$ cat src/rtl/wgc_pkg.sv
package wgc_pkg;

  localparam int ROUTE_DEPTH_DEF = 256;
  localparam int GOAL_DEPTH_DEF  = 16;

  localparam int CW         = 40;
  localparam int ZW         = 20;
  localparam int CORD_STEPS = 16;
  localparam int IT_W       = $clog2(CORD_STEPS);
  localparam int MBW        = 18;
  localparam int PW         = CW + MBW;
  localparam int QW         = 34;

  localparam logic signed [ZW-1:0] HALF_PI_Q16 = 20'sd102944;
  localparam logic signed [MBW-1:0] KINV_Q16   = 18'sd39797;
  localparam logic signed [17:0] PI_Q13        = 18'sd25736;
  localparam logic signed [17:0] TWO_PI_Q13    = 18'sd51472;

  localparam logic [14:0] CRUISE_RST = 15'd614;
  localparam logic [15:0] HGAIN_RST  = 16'd1843;
  localparam logic [15:0] CGAIN_RST  = 16'd205;
  localparam logic [14:0] RLIM_RST   = 15'd1024;
  localparam logic [30:0] ARRIVE_RST = 31'd6554;
  localparam logic [30:0] GOALR_RST  = 31'd26214;

  typedef enum logic [2:0] {
    MODE_ROUTE     = 3'd0,
    MODE_GOAL      = 3'd1,
    MODE_POSE      = 3'd2,
    MODE_CLR_ROUTE = 3'd3,
    MODE_CLR_GOAL  = 3'd4
  } mode_e;

  typedef enum logic [2:0] {
    CFG_CRUISE = 3'd0,
    CFG_HGAIN  = 3'd1,
    CFG_CGAIN  = 3'd2,
    CFG_RLIM   = 3'd3,
    CFG_ARRIVE = 3'd4,
    CFG_GOALR  = 3'd5
  } cfg_idx_e;

  typedef enum logic [4:0] {
    ST_IDLE, ST_QMUL, ST_QCHK, ST_QWAIT,
    ST_RWAIT, ST_RLOAD, ST_C1, ST_C1W, ST_M1, ST_C2, ST_C2W, ST_M2, ST_DIST,
    ST_YMUL, ST_CMUL, ST_CDONE,
    ST_GCHK, ST_C3, ST_C3W, ST_M3, ST_C4, ST_C4W, ST_M4, ST_GDIST,
    ST_EMIT, ST_EMIT_G0, ST_EMIT_G1
  } st_e;

  function automatic logic signed [ZW-1:0] atan_entry(input logic [IT_W-1:0] i);
    logic signed [ZW-1:0] r;
    unique case (i)
      4'd0:    r = 20'sd51472;
      4'd1:    r = 20'sd30386;
      4'd2:    r = 20'sd16055;
      4'd3:    r = 20'sd8150;
      4'd4:    r = 20'sd4091;
      4'd5:    r = 20'sd2047;
      4'd6:    r = 20'sd1024;
      4'd7:    r = 20'sd512;
      4'd8:    r = 20'sd256;
      4'd9:    r = 20'sd128;
      4'd10:   r = 20'sd64;
      4'd11:   r = 20'sd32;
      4'd12:   r = 20'sd16;
      4'd13:   r = 20'sd8;
      4'd14:   r = 20'sd4;
      default: r = 20'sd2;
    endcase
    return r;
  endfunction

  function automatic logic signed [15:0] clamp_rate(input logic signed [PW-1:0] p,
                                                    input logic [14:0] lim);
    logic signed [PW-1:0] v;
    logic signed [PW-1:0] l;
    logic signed [15:0]   r;
    v = p >>> 13;
    l = signed'({{(PW-15){1'b0}}, lim});
    if (v > l) r = signed'({1'b0, lim});
    else if (v < -l) r = -signed'({1'b0, lim});
    else r = v[15:0];
    return r;
  endfunction

endpackage

$ cat src/rtl/wgc_cordic.sv
module wgc_cordic import wgc_pkg::*; (
  input  logic                 clk_i,
  input  logic                 rst_ni,
  input  logic                 start_i,
  input  logic signed [CW-1:0] x_i,
  input  logic signed [CW-1:0] y_i,
  output logic                 done_o,
  output logic signed [CW-1:0] mag_o,
  output logic signed [ZW-1:0] ang_o
);

  logic signed [CW-1:0] x_q, x_d, y_q, y_d;
  logic signed [ZW-1:0] z_q, z_d;
  logic [IT_W-1:0]      it_q, it_d;
  logic                 run_q, run_d, done_q, done_d;
  logic signed [CW-1:0] sx, sy;
  logic signed [ZW-1:0] at;

  assign sx = x_q >>> it_q;
  assign sy = y_q >>> it_q;
  assign at = atan_entry(it_q);

  always_comb begin
    x_d    = x_q;
    y_d    = y_q;
    z_d    = z_q;
    it_d   = it_q;
    run_d  = run_q;
    done_d = 1'b0;
    if (start_i) begin
      it_d = '0;
      if (x_i == '0 && y_i == '0) begin
        x_d    = '0;
        y_d    = '0;
        z_d    = '0;
        run_d  = 1'b0;
        done_d = 1'b1;
      end else if (x_i < 0) begin
        run_d = 1'b1;
        if (y_i >= 0) begin
          x_d = y_i;
          y_d = -x_i;
          z_d = HALF_PI_Q16;
        end else begin
          x_d = -y_i;
          y_d = x_i;
          z_d = -HALF_PI_Q16;
        end
      end else begin
        run_d = 1'b1;
        x_d   = x_i;
        y_d   = y_i;
        z_d   = '0;
      end
    end else if (run_q) begin
      if (!y_q[CW-1]) begin
        x_d = x_q + sy;
        y_d = y_q - sx;
        z_d = z_q + at;
      end else begin
        x_d = x_q - sy;
        y_d = y_q + sx;
        z_d = z_q - at;
      end
      it_d = it_q + IT_W'(1);
      if (it_q == IT_W'(CORD_STEPS - 1)) begin
        run_d  = 1'b0;
        done_d = 1'b1;
      end
    end
  end

  always_ff @(posedge clk_i or negedge rst_ni) begin
    if (!rst_ni) begin
      run_q  <= 1'b0;
      done_q <= 1'b0;
      it_q   <= '0;
    end else begin
      run_q  <= run_d;
      done_q <= done_d;
      it_q   <= it_d;
    end
  end

  always_ff @(posedge clk_i) begin
    x_q <= x_d;
    y_q <= y_d;
    z_q <= z_d;
  end

  assign done_o = done_q;
  assign mag_o  = x_q;
  assign ang_o  = z_q;

endmodule

$ cat config.mk
export PLATFORM = sky130hd
export DESIGN_NAME = wgc_cordic
export DESIGN_NICKNAME = d
export VERILOG_FILES = /design/src/rtl/wgc_pkg.sv /design/src/rtl/wgc_cordic.sv
export SDC_FILE = /design/constraint.sdc
export NUM_CORES = 1
export LEC_CHECK = 0
export CAP_MARGIN = 20
export CORE_MARGIN = 2
export CORE_UTILIZATION = 39
export CTS_CLUSTER_DIAMETER = 120
export CTS_CLUSTER_SIZE = 12
export DETAILED_ROUTE_END_ITERATION = 6
export DONT_BUFFER_PORTS = 1
export GPL_TIMING_DRIVEN = 0
export REMOVE_ABC_BUFFERS = 1
export SETUP_SLACK_MARGIN = 0.2
export SYNTH_ARGS = -nofsm -noshare
export SYNTH_HDL_FRONTEND = slang
export SYNTH_SLANG_ARGS = --single-unit
export TNS_END_PERCENT = 10
$ cat constraint.sdc
create_clock -name clk_i -period 5.35 [get_ports clk_i]
set_input_delay 1.07 -clock clk_i [delete_from_list [all_inputs] [get_ports clk_i]]
set_output_delay 1.07 -clock clk_i [all_outputs]
set_load 0.005 [all_outputs]
==> results.py <==
metrics = {
    "yosys": {
        "synthCells": 2195,
        "async_flop_share_pct": 5.660,
        "avgSynthCellArea_um2": 8.282,
        "yosysUniqueCellTypes": 93,
        "synth_edf_count": 100,
        "netlist_area_um2": 18180,
        "yosys_warnings": 0,
        "yosysSeqAreaShare_pct": 17.34,
        "ys_ff_latch": 106,
        "synthFlopType": "edfxtp_1",
    },
    "timing": {
        "fin_crit_ns": 5.533,
        "setup_viol": 16,
        "rsz0062_at_grt": "yes",
        "finalWorstSetupSlack_ns": -0.1830,
        "worst_pin_slew_ns": 1.084,
        "maxSlewViolCount": 0,
        "relSlewSlack_pct": 27.19,
        "hold_violations": 0,
        "fmax_mhz": 180.7,
        "final.period_utilization_pct": 103.4,
        "clock_skew_ns": 0.01292,
        "fin_setup_tns_ns": -1.345,
    },
    "placement": {
        "gp_congestion": 0.9322,
        "placed_cells": 2688,
        "placed_cell_area_um2": 18710,
        "hpwl_um": 48830,
        "numPortBuffers": 0,
    },
    "clock_tree": {
        "insertion_delay_ns": 0.42,
        "root_buffer": "clkbuf_16",
        "clkTransAtPathRegs_ns": 0.07,
        "cts_tree": "built",
        "cts.sinks": 106,
        "cts_buffer_depth": 2,
        "numCtsBuffers": 9,
        "htree_num_levels": 3,
    },
    "floorplan": {
        "die_y_um": 219.9,
        "initial_utilization_pct": 39.30,
        "num_rows": 79,
        "io_pins": 144,
        "core-area_um2": 46260,
        "fp.dieW_um": 219.9,
        "fp.dieArea_um2": 48360,
    },
    "drt": {
        "firstDrtPassIters": 7,
        "drc_errors": 2,
        "vias": 18510,
        "post_drt_wl_per_cell_um": 24.44,
        "wirelength_um": 69940,
        "drt_iter0_markers": 1784,
        "ant_nets": 0,
        "vias_per_cell": 6.468,
    },
    "critical_path": {
        "crit_fanout": 6,
        "cp.depth": 23,
        "critical_path.top_delay_family": "simple AND/OR/NAND/NOR gates",
        "critPathSlowestCell": "mux4_2",
        "start_kind": "register",
        "crit_arrival_ns": 5.67,
        "critPathMaxStageDelay_ns": 0.54,
        "r2r_cells": 23,
        "crit_buf_inv": 3,
        "path_class": "reg -> reg",
        "crit_path_end_kind": "register",
        "rrSetupSlack_ns": -0.18,
        "path_cells": "buf_12 > buf_16 > mux4_2 > mux4_2 > nor2_4 > and3_4 > and2_4 > nand4_1 > nor2_2 > nor2_1 > xor2_1 > ha_1 > and4_4 > a21o_4 > a221oi_4 > buf_6 > o221a_4 > and2_4 > o21ai_4 > a21o_1 > a21oi_2 > xor2_1 > o22ai_1",
        "worstPathRequired_ns": 5.48,
    },
    "global_routing": {
        "overflow": 0,
        "grt_util_all_layers_pct": 28.57,
        "grt_pass1_wl_um": 106300,
        "antenna_found_initial": 0,
        "grt_max_degree": 154,
        "grt_pass1_vias": 17960,
    },
    "worst_hold_path": {
        "min_path_type": "in -> async",
    },
    "job": {
        "drv_cap": 0,
    },
    "outcome": {
        "violations": "DRC, setup timing",
        "status": "finished with violations",
    },
    "layout": {
        "drive_gt1_share_pct": 22.88,
        "syn2layout_area_growth_pct": 19.92,
        "final_area_um2": 21800,
        "n_antenna_cell": 0,
        "fin_nets": 2452,
        "post-route-util_pct": 47.13,
        "stdcell_count": 2862,
    },
}
worst paths after layout:
kind	startpoint	to
hold reg to reg	run_q$_DFF_PN0_	it_q[2]$_DFFE_PN0P_
setup reg to reg	it_q[0]$_DFFE_PN0P_	mag_o[37]$_DFFE_PP_
setup / recovery	it_q[0]$_DFFE_PN0P_	mag_o[37]$_DFFE_PP_
hold / removal	rst_ni	it_q[1]$_DFFE_PN0P_
max in group asynchronous	rst_ni	it_q[3]$_DFFE_PN0P_
min in group clk_i	run_q$_DFF_PN0_	it_q[2]$_DFFE_PN0P_
routing by layer:
layer	GRT usage (%)	up-vias	share of wire (%)
li1	-	8448	-
met3	5.673	172	8.3
met1	37.53	9024	42
met5	0	-	0
met2	46.10	868	46
met4	11.12	0	3.8
synthesized netlist by cell type, types with 27 or more instances:
cell | instances | area, um^2
a21o_1 | 52 | 390.4
a21oi_1 | 160 | 800.8
a31oi_1 | 38 | 237.7
and2_1 | 27 | 168.9
buf_1 | 29 | 108.9
clkbuf_1 | 62 | 232.7
edfxtp_1 | 100 | 3003
ha_1 | 115 | 1439
inv_1 | 57 | 214.0
mux2_2 | 27 | 304.0
mux2i_1 | 80 | 800.8
mux4_2 | 78 | 1757
nand2_1 | 208 | 780.8
nand2b_1 | 28 | 175.2
nand3_1 | 34 | 170.2
nor2_1 | 148 | 555.5
nor3_1 | 50 | 250.2
o21ai_0 | 189 | 945.9
o22ai_1 | 74 | 462.9
xnor2_1 | 117 | 1025
xor2_1 | 111 | 972.2
logic make-up after synthesis:
logic type | Yosys count | share of synthesized area [%]
simple gates | 636 | 17.28
xor+xnor | 228 | 10.98
mux | 201 | 16.82
compound gates | 718 | 24.79
flops | 106 | 17.34
buf+inv | 188 | 4.535
fa+ha+maj | 118 | 8.245
registers in the layout, summed over array words and instances (netlist names):
signal,cells
mag_o,40
run_q,1
ang_o,20
it_q,4
done_o,1
y_q,40
repair_timing:
item | in CTS | in global routing
pin swaps | 140 | 75
buffers inserted | 125 | 26
cloned | 7 | 1
hold endpoints to repair | 0 | 0
hold buffers | 0 | 0
setup endpoints to repair | 82 | 75
resized for setup | 220 | 69
layout make-up:
cell class                 instances  area, um^2
timing repair buffer             172        1858
clock inverter                     6       58.81
clock buffer                       9       225.2
tap                              607       759.5
multi-input combinational       1901       15490
timing repair inverter             1       5.005
inverter                          60       240.2
sequential                       106        3168
fill                            4391       24460
layout by cell type, fill, tap and decap left out, types with 42 or more instances in the layout:
| cell type | count |
|---|---|
| a21oi_1 | 129 |
| ha_1 | 100 |
| inv_1 | 54 |
| xor2_1 | 108 |
| a21o_1 | 50 |
| nand2_1 | 202 |
| nor2_1 | 138 |
| o21ai_0 | 174 |
| buf_4 | 125 |
| nor3_1 | 42 |
| mux4_2 | 78 |
| edfxtp_1 | 100 |
| mux2i_1 | 73 |
| o22ai_1 | 74 |
| xnor2_1 | 103 |
metrics by stage:
stage	worst slack (ns)	hold slack (ns)
floorplan	-3.476	0.5739
global placement	-5.740	0.6178
detailed placement	-1.744	0.6432
CTS	-0.006947	0.3344
global route	-0.2935	0.3310
finish	-0.1830	0.3506
Power is not shown: default switching activity piles up to over one toggle a cycle in this logic, so the estimate is an artifact.
