--- src/rtl/wgc_ram.sv ---
module wgc_ram #(
  parameter int WIDTH = 32,
  parameter int DEPTH = 16
) (
  input  logic                                   clk_i,
  input  logic                                   we_i,
  input  logic [(DEPTH > 1 ? $clog2(DEPTH) : 1)-1:0] waddr_i,
  input  logic [WIDTH-1:0]                       wdata_i,
  input  logic [(DEPTH > 1 ? $clog2(DEPTH) : 1)-1:0] raddr_i,
  output logic [WIDTH-1:0]                       rdata_o
);

  logic [WIDTH-1:0] mem_q [DEPTH];

  always_ff @(posedge clk_i) begin
    if (we_i) begin
      mem_q[waddr_i] <= wdata_i;
    end
    rdata_o <= mem_q[raddr_i];
  end

endmodule

--- config.mk ---
export PLATFORM = sky130hd
export DESIGN_NAME = wgc_ram
export DESIGN_NICKNAME = d
export VERILOG_FILES = /design/src/rtl/wgc_ram.sv
export SDC_FILE = /design/constraint.sdc
export NUM_CORES = 1
export LEC_CHECK = 0
export BUFFER_PORTS_ARGS = -buffer_cell sky130_fd_sc_hd__buf_2
export CAP_MARGIN = 40
export CORE_AREA = 2 2 184 186
export CTS_BUF_LIST = sky130_fd_sc_hd__clkbuf_4 sky130_fd_sc_hd__clkbuf_8 sky130_fd_sc_hd__clkbuf_16
export DETAILED_ROUTE_END_ITERATION = 16
export DIE_AREA = 0 0 186 188
export PLACE_DENSITY = 0.8
export SLEW_MARGIN = 20
export SYNTH_ARGS = -nofsm -noshare
export SYNTH_HDL_FRONTEND = slang
export SYNTH_SLANG_ARGS = --single-unit
export TNS_END_PERCENT = 20
--- constraint.sdc ---
create_clock -name clk_i -period 4 [get_ports clk_i]
set_input_delay 0.2 -clock clk_i [delete_from_list [all_inputs] [get_ports clk_i]]
set_output_delay 0.2 -clock clk_i [all_outputs]
set_load 0.01 [all_outputs]
==> impl_metrics.env, run 1 <==
export IMPL_critPathArrivalTime_ns=1.87
export IMPL_cp_required_ns=4.23
export IMPL_final_common_cell="edfxtp_1"
export IMPL_place_ws_ns=1.74
export IMPL_dp_hpwl_um=22600
export IMPL_route_detailed_drc=0
export IMPL_r2r_end="rdata_o[25]"
export IMPL_route_final_wire_length_um=44400
export IMPL_status="finished, final reports clean"
export IMPL_hold_start="wdata_i[22]"
export IMPL_h_tree_depth=2
export IMPL_start_util_pct=60.0
export IMPL_timing_setup_tns_ns=0
export IMPL_ys_flop_type="edfxtp_1"
export IMPL_synth_seq_cells=544
export IMPL_core_area_sq_um=33100
export IMPL_rrSetupSlack_ns=2.56
export IMPL_holdPathEnd="mem_q[12][22]"
export IMPL_leakage_nw=7.54
export IMPL_holdPathStages=1
export IMPL_rsz0062_at_grt="false"
export IMPL_fin_total_pwr_w=0.0119
export IMPL_worst_setup_path_start_kind="input pin"
export IMPL_postLayoutSetupSlackWorst_ns=2.36
export IMPL_cts_buffer_depth=3
export IMPL_report_final_slew_viol_count=0
export IMPL_fp_row_count=67
export IMPL_synthCells=838
export IMPL_dp_cells=1349
export IMPL_syn_nets=880
export IMPL_use_met1_pct=35.2
export IMPL_period_needed_ns=1.64
export IMPL_instances_no_fill=1467
export IMPL_numClockSinks=544
export IMPL_cp_max_fo=18
export IMPL_root_buffer="clkbuf_16"
export IMPL_utilization_pct=69.8
export IMPL_fillers=1848
export IMPL_met2_usage_pct=44.2
export IMPL_worst_pin_slew_ns=0.841
export IMPL_grt_pass1_wl_um=65800
export IMPL_worstRegToRegCells=3
export IMPL_async_reset_ff_share_pct=0
export IMPL_fin_crit_sh_pct=41.0
export IMPL_grt_start_max_net_pins=56
export IMPL_drive_gt1_share_pct=34.5
export IMPL_place_gp_congestion=0.725
export IMPL_clock_skew_ns=0.0237
export IMPL_cts_resized=0
export IMPL_final_hold_viol_count=0
export IMPL_synth_edff_count=512
export IMPL_dr_total_vias=9492
export IMPL_grt_ovfl_total=0
export IMPL_cts_buffers=52
export IMPL_worst_setup_path_end_kind="flip-flop"
export IMPL_track_usage_pct=26.4
export IMPL_syn_area_per_cell_sq_um=23.7
export IMPL_met3_usage_pct=4.10
export IMPL_cts_tree="built"
export IMPL_ys_types=18
export IMPL_ir_worst_vdd_v=0.000319
export IMPL_post_drt_wl_per_cell_um=30.3
export IMPL_ant_nets=0
export IMPL_fp_dieW_um=186
export IMPL_setup_viol=0
export IMPL_gr_max_usage_layer="met2"
export IMPL_fmax_mhz=610
export IMPL_first_pass_iters=5
export IMPL_final_nets=1018
export IMPL_layout_common_cells="edfxtp_1, mux4_2, buf_2"
export IMPL_cts_hold_buf=18
export IMPL_cellPowerDensity_nw_per_um2=515
export IMPL_seq_area_frac_synth_pct=80.7
export IMPL_avgViaCountPerCell=6.47
export IMPL_worst_setup_path_type="input pin to flip-flop"
export IMPL_postCtsSetupRepairBufs=0
export IMPL_ioPinCount=74
export IMPL_hold_path_class="input pin to flip-flop"
export IMPL_syn_area_sq_um=19900
export IMPL_cap_violations=0
export IMPL_first_iter_violations=1143
export IMPL_die_area_sq_um=35000
export IMPL_clk_pin_slew_ns=0.06
export IMPL_clk_latency_ns=0.58
export IMPL_rr_startpoint="mem_q[1][25]"
export IMPL_antenna_found_initial=1
export IMPL_slew_headroom_pct=43.8
export IMPL_yosysWarnings=0
export IMPL_syn_to_final_growth_pct=16.4
export IMPL_die_h_um=188
export IMPL_port_buffers=73
export IMPL_first_global_vias=10100
-- worst max path at each step --
stage                     startpoint       endpoint  depth (start not counted)
final                     waddr_i[0]  mem_q[14][31]                          4
after global routing      raddr_i[0]     rdata_o[5]                          5
after CTS                 waddr_i[2]  mem_q[10][10]                          4
after detailed placement  waddr_i[2]   mem_q[10][7]                          4
after global placement    waddr_i[2]   mem_q[1][24]                          3
after floorplan           waddr_i[2]    mem_q[0][0]                          2
-- area by class of cell --
cell class	instances	area [sq um]	share of cell area [%]
clock buffers	79	1570	6.79
flip-flops and latches	544	16000	69.3
multi-input cells	251	3750	16.2
repair buffers	127	1060	4.60
well taps	448	561	2.43
clock inverters	17	149	0.644
diodes	1	2.50	0.0108
-- report_power, final --
group / total (W) / leakage [nW] / switching, W / internal, W
Sequential: 0.00642 / 4.89 / 0.0000498 / 0.00637
Clock: 0.00487 / 0.878 / 0.00202 / 0.00285
Combinational: 0.000604 / 1.76 / 0.000350 / 0.000254
Total: 0.0119 / 7.54 / 0.00242 / 0.00947
-- cells by family after synthesis --
kind of cell / count (synthesis) / share of synthesized area, %
DFF: 544 / 80.7
muxes: 128 / 14.5
AOI/OAI and AO/OA: 64 / 2.42
buffers and inverters: 43 / 1.12
and+or+nand+nor: 59 / 1.27
-- per-stage QoR --
step | instance area (sq um) | hold WS, ns
finish | 23100 | 0.0118
global route | 23100 | 0.0157
CTS | 23000 | 0.00000977
detailed placement | 21100 | 0.584
global placement | 20900 | 0.571
floorplan | 19900 | 0.299
-- worst max-delay path: stages --
cell,delay [ns]
buf_2,0.15
nand2b_1,0.34
nor2_4,0.73
buf_4,0.43
-- synth_stat cells, types with 4 or more instances --
cell type	count	area, sq um
nor3_1	4	20.0
clkbuf_1	17	63.8
dfxtp_1	32	641
a22oi_1	64	480
buf_2	4	20.0
edfxtp_1	512	15400
mux4_2	128	2880
nand2_1	33	124
nor2_1	13	48.8
buf_4	11	82.6
buf_1	9	33.8
-- layer usage --
metal | wire length [um] | vias up
li1 | - | 3850
met1 | 16400 | 4980
met2 | 23000 | 543
met3 | 3480 | 119
met4 | 1540 | 0
met5 | 0 | -
-- registers in the layout, summed over array words and instances, names as in the netlist --
name	count
mem_q	512
rdata_o	32
Note: power is estimated with default switching activity, not from simulation.
==> run 2, diff against run 1 <==
- clock period: 4 -> 1.7 ns (I/O delays scaled with it)
==> run 2 against run 1 <==
  * First-iteration DRC count up 11%
  * Via count is 1.4% higher
  * Sequential cell count unchanged
  * Critical path type is now flip-flop to flip-flop
  * Largest power group unchanged
  * Highest routed layer unchanged
==> impl_metrics.env, run 2 (same netlist as run 1, synthesis figures left out) <==
export IMPL_status="finished, final reports clean"
export IMPL_cts_buffers=50
export IMPL_numClockSinks=544
export IMPL_layout_common_cells="edfxtp_1, mux4_2, buf_2"
export IMPL_dp_hpwl_um=21200
export IMPL_cap_violations=0
export IMPL_cpPeakStageDelay_ns=0.56
export IMPL_place_gp_congestion=0.707
export IMPL_final_nets=1039
export IMPL_path_buf_inv=0
export IMPL_cp_max_fo=1
export IMPL_clk_latency_ns=0.57
export IMPL_avgViaCountPerCell=6.48
export IMPL_final_hold_viol_count=0
export IMPL_fin_crit_sh_pct=86.4
export IMPL_critPathArrivalTime_ns=1.92
export IMPL_r2r_end="rdata_o[15]"
export IMPL_report_final_slew_viol_count=0
export IMPL_antenna_found_initial=1
export IMPL_fin_total_pwr_w=0.0276
export IMPL_grt_ovfl_total=0
export IMPL_cp_required_ns=2.15
export IMPL_grt_pass1_wl_um=64900
export IMPL_utilization_pct=70.8
export IMPL_worstRegToRegCells=3
export IMPL_worst_setup_path_start_kind="flip-flop"
export IMPL_cts_resized=0
export IMPL_route_final_wire_length_um=43900
export IMPL_holdPathStages=4
export IMPL_dpl_cell_area_sq_um=21500
export IMPL_hold_start="raddr_i[3]"
export IMPL_hold_path_class="input pin to flip-flop"
export IMPL_rr_startpoint="mem_q[3][15]"
export IMPL_holdPathEnd="rdata_o[31]"
export IMPL_dp_cells=1361
export IMPL_syn_to_final_growth_pct=18.1
export IMPL_cp_slowest_cell="mux4_2"
export IMPL_ir_worst_vdd_v=0.000871
export IMPL_cp_top_family="multiplexers"
export IMPL_setup_viol=0
export IMPL_rrSetupSlack_ns=0.23
export IMPL_final_cell_area_sq_um=23500
export IMPL_post_drt_wl_per_cell_um=29.5
export IMPL_die_area_sq_um=35000
export IMPL_ioPinCount=74
export IMPL_largest_register="mem_q"
export IMPL_cts_buffer_depth=3
export IMPL_biggestRegsByFlops="mem_q x512, rdata_o x32"
export IMPL_route_detailed_drc=0
export IMPL_slew_headroom_pct=69.1
export IMPL_worst_setup_path_end_kind="flip-flop"
export IMPL_die_h_um=188
export IMPL_largest_register_ffs=512
export IMPL_core_area_sq_um=33100
export IMPL_leakage_nw=7.64
export IMPL_final_common_cell="edfxtp_1"
export IMPL_first_global_vias=9921
export IMPL_first_pass_iters=5
export IMPL_period_needed_ns=1.47
export IMPL_rsz0062_at_grt="false"
export IMPL_track_usage_pct=26.3
export IMPL_clk_pin_slew_ns=0.06
export IMPL_clock_skew_ns=0.0107
export IMPL_h_tree_depth=2
export IMPL_first_iter_violations=1274
export IMPL_worst_pin_slew_ns=0.464
export IMPL_root_buffer="clkbuf_16"
export IMPL_drive_gt1_share_pct=33.6
export IMPL_ant_nets=0
export IMPL_instances_no_fill=1487
export IMPL_cts_tree="built"
export IMPL_cellPowerDensity_nw_per_um2=1180
export IMPL_fmax_mhz=681
export IMPL_start_util_pct=60.0
export IMPL_crit_chain="mux4_2, a22oi_1, nand2_1"
export IMPL_worst_setup_path_type="flip-flop to flip-flop"
export IMPL_fp_row_count=67
export IMPL_dr_total_vias=9629
export IMPL_port_buffers=73
export IMPL_grt_start_max_net_pins=39
export IMPL_fp_dieW_um=186
==> run 2: cell types whose count changed in the layout (fill, tap and decap cells not counted), moves of 6 or more <==
cell,previous run,this run
buf_12,7,33
dlygate4sd3_1,18,32
clkinv_2,10,3
buf_4,22,12
clkinv_1,3,11
buf_16,7,1
==> run 2: worst register-to-register path, stage by stage (launching register included) <==
cell	delay, ns
edfxtp_1	0.45
mux4_2	0.56
a22oi_1	0.25
nand2_1	0.09
==> run 2: metrics by stage <==
| stage | TNS, ns | hold slack [ns] | setup slack, ns |
|---|---|---|---|
| 2_1_floorplan | -142.24 | 0.184 | -0.413 |
| 4_1_cts | 0 | 0.0409 | 0.317 |
| 3_5_place_dp | 0 | 0.468 | 0.140 |
| 6_report | 0 | 0.0533 | 0.231 |
| 3_3_place_gp | 0 | 0.449 | 0.128 |
| 5_1_grt | 0 | 0.0789 | 0.242 |
==> run 2: per-layer routing <==
layer / wire [um] / vias up / track usage [%] / share of wire, %
li1: - / 3895 / - / -
met1: 16300 / 5022 / 38.8 / 37
met2: 22000 / 612 / 41.3 / 50
met3: 4420 / 100 / 4.60 / 10
met4: 1200 / 0 / 8.21 / 2.7
met5: 0 / - / 0 / 0
==> run 2: worst max-delay path by stage <==
stage                 start           end  slack (ns)  cells past startpoint
6_report       mem_q[3][15]   rdata_o[15]        0.23                      3
5_1_grt        mem_q[3][15]   rdata_o[15]        0.24                      3
4_1_cts        mem_q[3][15]   rdata_o[15]        0.32                      3
3_5_place_dp     raddr_i[0]   rdata_o[18]        0.14                      5
3_3_place_gp     raddr_i[2]   rdata_o[18]        0.13                      5
2_1_floorplan    waddr_i[2]  mem_q[10][0]       -0.41                      2
==> run 2: area by class of cell <==
class                   count  area (sq um)
fillers                  1828          9660
clock inverters            20           180
repair buffers            150          1470
multi-input cells         251          3780
well taps                 448           561
clock buffers              73          1450
diodes                      1          2.50
flip-flops and latches    544         16000
==> run 2: where the power goes <==
part	leakage [nW]	switching, W	internal [W]
clock network	0.820	0.00459	0.00638
registers	4.89	0.000115	0.0150
logic	1.93	0.000831	0.000666
==> run 2: repair_timing <==
action                                 in CTS  in global routing
endpoints found under the hold margin     512                  0
hold buffers                               32                  0
buffers inserted                            0                  0
